--- config.mk ---
export PLATFORM = sky130hd
export DESIGN_NAME = nec_ir_frame_transmitter
export DESIGN_NICKNAME = d
export VERILOG_FILES = /design/src/design/nec_tx_pkg.sv /design/src/design/nec_ir_frame_transmitter.sv
export SDC_FILE = /design/constraint.sdc
export NUM_CORES = 1
export LEC_CHECK = 0
export BUFFER_PORTS_ARGS = -buffer_cell sky130_fd_sc_hd__buf_2
export CAP_MARGIN = 20
export CORE_MARGIN = 10
export CORE_UTILIZATION = 40
export DETAILED_ROUTE_END_ITERATION = 12
export PLACE_DENSITY = 0.66
export SLEW_MARGIN = 20
export SYNTH_ARGS = -nofsm -noshare
export SYNTH_HDL_FRONTEND = slang
export SYNTH_SLANG_ARGS = --single-unit
--- constraint.sdc ---
create_clock -name clock -period 5.9 [get_ports clock]
set_clock_uncertainty 0.1 [all_clocks]
set_input_delay 0.885 -clock clock [delete_from_list [all_inputs] [get_ports clock]]
set_output_delay 0.885 -clock clock [all_outputs]
set_load 0.1 [all_outputs]
--- src/design/nec_tx_pkg.sv ---
// Shared types and constants for the NEC IR frame transmitter.
`timescale 1ns / 1ps
`default_nettype none

package nec_tx_pkg;

   localparam int FRAME_BITS_DEFAULT = 32;
   localparam int WORD_W             = 32;
   localparam int TICKS_W            = 16;
   localparam int CSR_INDEX_W        = 3;

   // item operation codes
   localparam logic OP_TICK  = 1'b0;
   localparam logic OP_START = 1'b1;

   // register indexes
   localparam logic [CSR_INDEX_W-1:0] REG_CARRIER_DUTY      = 3'd0;
   localparam logic [CSR_INDEX_W-1:0] REG_MARK_TICKS        = 3'd1;
   localparam logic [CSR_INDEX_W-1:0] REG_ONE_SPACE_TICKS   = 3'd2;
   localparam logic [CSR_INDEX_W-1:0] REG_ZERO_SPACE_TICKS  = 3'd3;
   localparam logic [CSR_INDEX_W-1:0] REG_START_MARK_TICKS  = 3'd4;
   localparam logic [CSR_INDEX_W-1:0] REG_START_SPACE_TICKS = 3'd5;

   // register reset values
   localparam logic [TICKS_W-1:0] CARRIER_DUTY_RST      = 16'd0;
   localparam logic [TICKS_W-1:0] MARK_TICKS_RST        = 16'd560;
   localparam logic [TICKS_W-1:0] ONE_SPACE_TICKS_RST   = 16'd1690;
   localparam logic [TICKS_W-1:0] ZERO_SPACE_TICKS_RST  = 16'd560;
   localparam logic [TICKS_W-1:0] START_MARK_TICKS_RST  = 16'd9000;
   localparam logic [TICKS_W-1:0] START_SPACE_TICKS_RST = 16'd4500;

   typedef enum logic [5:0] {
      PH_IDLE        = 6'b000001,
      PH_START_MARK  = 6'b000010,
      PH_START_SPACE = 6'b000100,
      PH_BIT_MARK    = 6'b001000,
      PH_BIT_SPACE   = 6'b010000,
      PH_END_MARK    = 6'b100000
   } phase_type;

   typedef struct packed {
      logic [TICKS_W-1:0] compare_value;
      logic               busy_res;
      logic               frame_done;
      logic               start_rejected;
   } result_type;

endpackage

`default_nettype wire

--- src/design/nec_ir_frame_transmitter.sv ---
// NEC IR frame transmitter: frame sequencer with registered result and skid stage.
// An accepted item's result is registered in the output or skid register.
// Throughput: one item per cycle while the skid entry is empty, one pass per item.
// A one-entry skid register keeps req_ready high for one item while rsp_ready is low.
// Reset (synchronous): phase idle, counters cleared, result stages empty,
// tick-length registers back to their defaults.
`timescale 1ns / 1ps
`default_nettype none

module nec_ir_frame_transmitter
   import nec_tx_pkg::*;
#(
   parameter int FRAME_BITS = FRAME_BITS_DEFAULT
) (
   input  wire logic                   clock,
   input  wire logic                   reset,
   input  wire logic                   req_valid,
   output logic                        req_ready,
   input  wire logic                   req_operation,
   input  wire logic [WORD_W-1:0]      req_frame_data,
   output logic                        rsp_valid,
   input  wire logic                   rsp_ready,
   output logic [TICKS_W-1:0]          rsp_compare_value,
   output logic                        rsp_busy_res,
   output logic                        rsp_frame_done,
   output logic                        rsp_start_rejected,
   input  wire logic                   csr_wr_en,
   input  wire logic [CSR_INDEX_W-1:0] csr_index,
   input  wire logic [TICKS_W-1:0]     csr_wr_data
);

   localparam int BITS_W = (FRAME_BITS > 1) ? $clog2(FRAME_BITS) : 1;
   localparam logic [BITS_W-1:0] BITS_INIT = BITS_W'(FRAME_BITS - 1);

   // a programmed length of zero behaves as one
   function automatic logic [TICKS_W-1:0] clamp_len(input logic [TICKS_W-1:0] len);
      clamp_len = (len == '0) ? TICKS_W'(1) : len;
   endfunction

   // configuration registers
   logic [TICKS_W-1:0] carrier_duty_ff, mark_ticks_ff, one_space_ticks_ff;
   logic [TICKS_W-1:0] zero_space_ticks_ff, start_mark_ticks_ff, start_space_ticks_ff;

   always_ff @(posedge clock) begin
      if (reset) begin
         carrier_duty_ff      <= CARRIER_DUTY_RST;
         mark_ticks_ff        <= MARK_TICKS_RST;
         one_space_ticks_ff   <= ONE_SPACE_TICKS_RST;
         zero_space_ticks_ff  <= ZERO_SPACE_TICKS_RST;
         start_mark_ticks_ff  <= START_MARK_TICKS_RST;
         start_space_ticks_ff <= START_SPACE_TICKS_RST;
      end else if (csr_wr_en) begin
         case (csr_index)
            REG_CARRIER_DUTY:      carrier_duty_ff      <= csr_wr_data;
            REG_MARK_TICKS:        mark_ticks_ff        <= csr_wr_data;
            REG_ONE_SPACE_TICKS:   one_space_ticks_ff   <= csr_wr_data;
            REG_ZERO_SPACE_TICKS:  zero_space_ticks_ff  <= csr_wr_data;
            REG_START_MARK_TICKS:  start_mark_ticks_ff  <= csr_wr_data;
            REG_START_SPACE_TICKS: start_space_ticks_ff <= csr_wr_data;
            default: ;
         endcase
      end
   end

   // frame state
   phase_type          phase_ff, phase_in;
   logic [TICKS_W-1:0] counter_ff, counter_in;
   logic [BITS_W-1:0]  bits_left_ff, bits_left_in;
   logic [WORD_W-1:0]  shift_word_ff, shift_word_in;

   // result stages
   result_type res_new, out_ff, out_in, skid_ff, skid_in;
   logic       out_valid_ff, out_valid_in, skid_valid_ff, skid_valid_in;

   logic               accept;
   logic               done;
   logic               rejected;
   logic               in_mark;
   logic [TICKS_W-1:0] cnt_dec;

   assign req_ready = !skid_valid_ff;
   assign accept    = req_valid && req_ready;
   assign cnt_dec   = counter_ff - TICKS_W'(1);

   always_comb begin
      phase_in      = phase_ff;
      counter_in    = counter_ff;
      bits_left_in  = bits_left_ff;
      shift_word_in = shift_word_ff;
      done          = 1'b0;
      rejected      = 1'b0;
      if (accept) begin
         if (req_operation == OP_START) begin
            if (phase_ff != PH_IDLE) begin
               rejected = 1'b1;
            end else begin
               shift_word_in = req_frame_data;
               bits_left_in  = BITS_INIT;
               phase_in      = PH_START_MARK;
               counter_in    = clamp_len(start_mark_ticks_ff);
            end
         end else if (phase_ff != PH_IDLE) begin
            counter_in = cnt_dec;
            if (cnt_dec == '0) begin
               case (phase_ff)
                  PH_START_MARK: begin
                     phase_in   = PH_START_SPACE;
                     counter_in = clamp_len(start_space_ticks_ff);
                  end
                  PH_START_SPACE: begin
                     phase_in   = PH_BIT_MARK;
                     counter_in = clamp_len(mark_ticks_ff);
                  end
                  PH_BIT_MARK: begin
                     phase_in      = PH_BIT_SPACE;
                     counter_in    = shift_word_ff[WORD_W-1] ? clamp_len(one_space_ticks_ff)
                                                             : clamp_len(zero_space_ticks_ff);
                     shift_word_in = {shift_word_ff[WORD_W-2:0], 1'b0};
                  end
                  PH_BIT_SPACE: begin
                     phase_in   = (bits_left_ff != '0) ? PH_BIT_MARK : PH_END_MARK;
                     counter_in = clamp_len(mark_ticks_ff);
                     if (bits_left_ff != '0) begin
                        bits_left_in = bits_left_ff - BITS_W'(1);
                     end
                  end
                  PH_END_MARK: begin
                     phase_in   = PH_IDLE;
                     counter_in = '0;
                     done       = 1'b1;
                  end
                  default: begin
                     phase_in   = PH_IDLE;
                     counter_in = '0;
                  end
               endcase
            end
         end
      end

      in_mark = (phase_in == PH_START_MARK) || (phase_in == PH_BIT_MARK) ||
                (phase_in == PH_END_MARK);
      res_new.compare_value  = in_mark ? carrier_duty_ff : '0;
      res_new.busy_res       = (phase_in != PH_IDLE);
      res_new.frame_done     = done;
      res_new.start_rejected = rejected;
   end

   // output register backed by one skid entry
   always_comb begin
      out_in        = out_ff;
      out_valid_in  = out_valid_ff;
      skid_in       = skid_ff;
      skid_valid_in = skid_valid_ff;
      if (!out_valid_ff || rsp_ready) begin
         if (skid_valid_ff) begin
            out_in        = skid_ff;
            out_valid_in  = 1'b1;
            skid_valid_in = 1'b0;
         end else begin
            out_in       = res_new;
            out_valid_in = accept;
         end
      end else if (accept) begin
         skid_in       = res_new;
         skid_valid_in = 1'b1;
      end
   end

   always_ff @(posedge clock) begin
      if (reset) begin
         phase_ff      <= PH_IDLE;
         counter_ff    <= '0;
         bits_left_ff  <= '0;
         shift_word_ff <= '0;
         out_valid_ff  <= 1'b0;
         skid_valid_ff <= 1'b0;
      end else begin
         phase_ff      <= phase_in;
         counter_ff    <= counter_in;
         bits_left_ff  <= bits_left_in;
         shift_word_ff <= shift_word_in;
         out_valid_ff  <= out_valid_in;
         skid_valid_ff <= skid_valid_in;
      end
   end

   always_ff @(posedge clock) begin
      out_ff  <= out_in;
      skid_ff <= skid_in;
   end

   assign rsp_valid          = out_valid_ff;
   assign rsp_compare_value  = out_ff.compare_value;
   assign rsp_busy_res       = out_ff.busy_res;
   assign rsp_frame_done     = out_ff.frame_done;
   assign rsp_start_rejected = out_ff.start_rejected;

   // skid entry only fills behind a held output
   a_skid_behind_out: assert property (@(posedge clock) disable iff (reset)
      skid_valid_ff |-> out_valid_ff)
      else $error("skid entry valid while output register empty");

   // counter is zero exactly when idle
   a_counter_idle: assert property (@(posedge clock) disable iff (reset)
      (phase_ff == PH_IDLE) == (counter_ff == '0))
      else $error("phase counter out of step with phase");

   // a rejected start never changes the running frame
   a_reject_keeps_busy: assert property (@(posedge clock) disable iff (reset)
      rsp_valid && rsp_start_rejected |-> rsp_busy_res)
      else $error("rejected start shown while not busy");

   // frame completion returns to idle with the carrier off
   a_done_idle: assert property (@(posedge clock) disable iff (reset)
      accept && done |=> phase_ff == PH_IDLE && counter_ff == '0)
      else $error("frame done without return to idle");

   // a stalled item lands in the skid entry
   a_stall_to_skid: assert property (@(posedge clock) disable iff (reset)
      accept && out_valid_ff && !rsp_ready |=> skid_valid_ff)
      else $error("item accepted under stall was dropped");

endmodule

`default_nettype wire

==> flow_summary.json <==
{
  "drt-vias-per-instance": 5.64,
  "gpl.final_weighted_congestion": 0.868,
  "post-route-min-period_ns": 4.15,
  "flip_flop_and_latch_count_after_synthesis": 195,
  "post_synthesis_average_cell_area_um2": 8.87,
  "synth_adder_area_share_pct": 0.663,
  "clock_latency_ns": 0.44,
  "netlist_top_cells_area": "sky130_fd_sc_hd__dfxtp_1, sky130_fd_sc_hd__edfxtp_1, sky130_fd_sc_hd__nand2_1, sky130_fd_sc_hd__a21oi_1, sky130_fd_sc_hd__mux2i_1",
  "critical_path.endpoint_type": "register",
  "cp_top_family": "simple AND/OR/NAND/NOR gates",
  "worst_r2r_startpoint": "counter_ff[0]",
  "gr-usage-all-layers_pct": 15.6,
  "final_nets": 1142,
  "final_layout_size_suffix_gt1_share_pct": 15.4,
  "leading_cell_type_by_number_of_instances_after_synthesis": "sky130_fd_sc_hd__nand2_1",
  "detail_route.first_pass.iterations": 6,
  "synth.top_cell.area_share_pct": 33.3,
  "ir_drop_v": 0.000174,
  "layout-area-overhead-vs-synth_pct": 11.0,
  "synth_enable_flop_cells": 38,
  "drtIter0Drc": 832,
  "netlist_top_cells_count": "sky130_fd_sc_hd__nand2_1, sky130_fd_sc_hd__dfxtp_1, sky130_fd_sc_hd__a21oi_1",
  "synth_compound_area_share_pct": 19.6,
  "globalRoute.totalOverflow": 0,
  "design.die.area_um2": 30100,
  "worst_path_largest_cell_delay_ns": 0.88,
  "fp.dieH_um": 174,
  "hold_viol_final": 0,
  "worst-setup-path-type": "register to register",
  "startpoint_type": "register",
  "grt_first_pass_wirelength_um": 38900,
  "post_cts_buffers": 0,
  "route.vias.total": 7963,
  "cts-hold-fix-buffers": 0,
  "synth.cell_area_um2": 9430,
  "rows": 56,
  "synth_warnings": 0,
  "critical_path.max_fanout": 17,
  "synth_top_cell_by_area": "sky130_fd_sc_hd__dfxtp_1",
  "cp_data_required_time_ns": 5.97,
  "clock_path_buffers": 2,
  "dpl_cell_area_um2": 9900,
  "cap_violations": 0,
  "starting_density_of_the_core_pct": 40.4,
  "synth_simple_gate_area_share_pct": 24.5,
  "reg2reg_depth": 10,
  "setup-violations-final": 0,
  "antennaDiodeCount": 0,
  "worstMarginPinSlew_ns": 0.979,
  "critical_path_cell_sequence": "inv_1 -> ha_1 -> or4b_4 -> or4_1 -> and4_4 -> nand4_4 -> nor4_4 -> a211oi_4 -> buf_4 -> o31ai_2",
  "final.fill_count": 2325,
  "synth.distinct_cells": 71,
  "r2r-end": "rsp_compare_value[4]",
  "ys_seq_area_share_pct": 45.4,
  "post_syn_instances": 1064,
  "htree_levels": 4,
  "rsz0062_at_grt": "no",
  "worst-r2r-setup-slack_ns": 1.75,
  "async_sr_flop_fraction_pct": 0,
  "critical_path_buf_inv_count": 2,
  "ys_dominant_reg_cell": "sky130_fd_sc_hd__dfxtp_1",
  "share_of_the_synthesized_netlist_area_taken_by_xor_and_xnor_gates_pct": 0.743,
  "post_synthesis_net_count": 1126,
  "holdCritStartpoint": "bits_left_ff[0]",
  "final_area_um2": 10500,
  "hold_depth": 1,
  "die_w_um": 174,
  "timing.setup.tns_ns": 0,
  "number_of_clock_sinks": 195,
  "achievable-frequency_ghz": 0.241,
  "grt_pass1_vias": 7258,
  "portion_of_the_clock_cycle_consumed_by_the_worst_path_in_the_final_layout_pct": 70.4,
  "critical_path.slowest_cell": "sky130_fd_sc_hd__a211oi_4",
  "min-delay-path-class": "register to register",
  "core_um2": 23300,
  "clkTransAtPathRegs_ns": 0.07,
  "clockRootBuffer": "sky130_fd_sc_hd__clkbuf_16",
  "grt_max_degree": 98,
  "place.detailed.hpwl_um": 17100,
  "initial_antenna_violation_count": 0,
  "drv_slew": 0,
  "combinational_family_with_the_most_area_after_synthesis": "simple AND/OR/NAND/NOR gates",
  "run_status": "finished clean",
  "total_drc_errors_in_the_routed_layout": 0,
  "top_level_ports": 78,
  "route.detailed.wl_per_inst_um": 17.4,
  "power_per_cell_area_nw_per_um2": 299,
  "cts_repair_resize_count": 0,
  "critPathArrivalTime_ns": 4.22,
  "route.antenna.remaining_nets": 0,
  "tritoncts.num_buffers": 17,
  "drt_wl_total_um": 24600,
  "timing.hold.worst_endpoint": "bits_left_ff[0]",
  "synth.area.mux_share_pct": 4.39,
  "slew_headroom_pct": 34.6,
  "cts_tree": "done",
  "io_port_bufs": 77,
  "cellLeakagePower_nw": 3.71
}
## registers in the layout, summed over array words and instances, names as in the netlist, 5 cells and up
signal / flops
bits_left_ff: 5
carrier_duty_ff: 16
counter_ff: 16
mark_ticks_ff: 16
one_space_ticks_ff: 16
phase_ff: 6
rsp_compare_value: 16
shift_word_ff: 32
skid_ff: 19
start_mark_ticks_ff: 16
start_space_ticks_ff: 16
zero_space_ticks_ff: 16
## logic make-up after synthesis
group | count (synthesis)
xor gates and xnor gates | 8
and+or+nand+nor | 445
adders and majority gates | 5
DFF | 195
AOI/OAI and AO/OA | 270
buffers and inverters | 100
muxes | 41
## how the worst max path moves through the flow
stage | to | slack (ns) | start | cells past startpoint
after floorplan | skid_ff[10] | 2.70 | counter_ff[0] | 12
after global routing | rsp_compare_value[0] | 1.54 | counter_ff[0] | 10
after CTS | shift_word_ff[26] | 1.65 | counter_ff[0] | 10
after detailed placement | shift_word_ff[26] | 1.65 | counter_ff[0] | 10
final | rsp_compare_value[4] | 1.75 | counter_ff[0] | 10
after global placement | shift_word_ff[26] | 1.75 | counter_ff[0] | 10
## cell type report
cell class	instances	area, µm²	share of cell area (%)
multi-input combinational	769	4730	45.1
sequential	195	4280	40.9
timing repair buffer	86	455	4.35
clock buffer	19	433	4.13
tap	319	399	3.81
clock inverter	13	138	1.31
inverter	11	41.3	0.394
## per-stage QoR
stage / worst slack [ns] / hold slack, ns / util, % / power [mW] / std cells
finish: 1.75 / 0.372 / 44.9 / 3.13 / 1412
global route: 1.54 / 0.392 / 44.9 / 3.25 / 1412
CTS: 1.65 / 0.371 / 44.9 / 3.14 / 1412
detailed placement: 1.65 / 0.362 / 42.4 / 2.00 / 1380
global placement: 1.75 / 0.350 / 42.4 / 2.00 / 1380
floorplan: 2.70 / 0.336 / - / 1.89 / 1064
## cells in the final DEF, fill, tap and decap left out, types with 7 or more instances in the layout
cell,synthesis,routed
sky130_fd_sc_hd__a211oi_1,34,34
sky130_fd_sc_hd__a222oi_1,10,10
sky130_fd_sc_hd__a21oi_1,122,122
sky130_fd_sc_hd__nor4_1,20,20
sky130_fd_sc_hd__a221oi_1,10,10
sky130_fd_sc_hd__o21ai_0,17,17
sky130_fd_sc_hd__a22o_1,9,9
sky130_fd_sc_hd__nor2_1,38,37
sky130_fd_sc_hd__or3_1,9,9
sky130_fd_sc_hd__edfxtp_1,38,38
sky130_fd_sc_hd__and3_1,9,9
sky130_fd_sc_hd__o31ai_1,10,10
sky130_fd_sc_hd__mux2i_1,38,38
sky130_fd_sc_hd__inv_1,11,11
sky130_fd_sc_hd__nand2_1,236,236
sky130_fd_sc_hd__o31ai_2,17,16
sky130_fd_sc_hd__dfxtp_1,157,157
sky130_fd_sc_hd__nor4b_2,14,14
sky130_fd_sc_hd__buf_2,16,76
sky130_fd_sc_hd__a31oi_1,7,7
sky130_fd_sc_hd__nand3b_1,22,22
sky130_fd_sc_hd__clkbuf_16,0,17
sky130_fd_sc_hd__buf_4,3,10
sky130_fd_sc_hd__nand3_1,11,11
sky130_fd_sc_hd__nor3_1,21,21
sky130_fd_sc_hd__nand4_1,19,19
## power by group
part | switching (mW) | total, mW | internal, mW
sequential | 0.0502 | 1.47 | 1.42
clock | 0.551 | 1.15 | 0.599
combinational | 0.346 | 0.511 | 0.165
## routing by layer
| metal | GRT usage [%] | part of all wire [%] |
|---|---|---|
| met1 | 21.7 | 47 |
| met5 | 0 | 0 |
| met2 | 23.7 | 45 |
| met3 | 3.75 | 6.7 |
| met4 | 3.95 | 1.2 |
No activity file was read; power rests on OpenSTA's default activity.
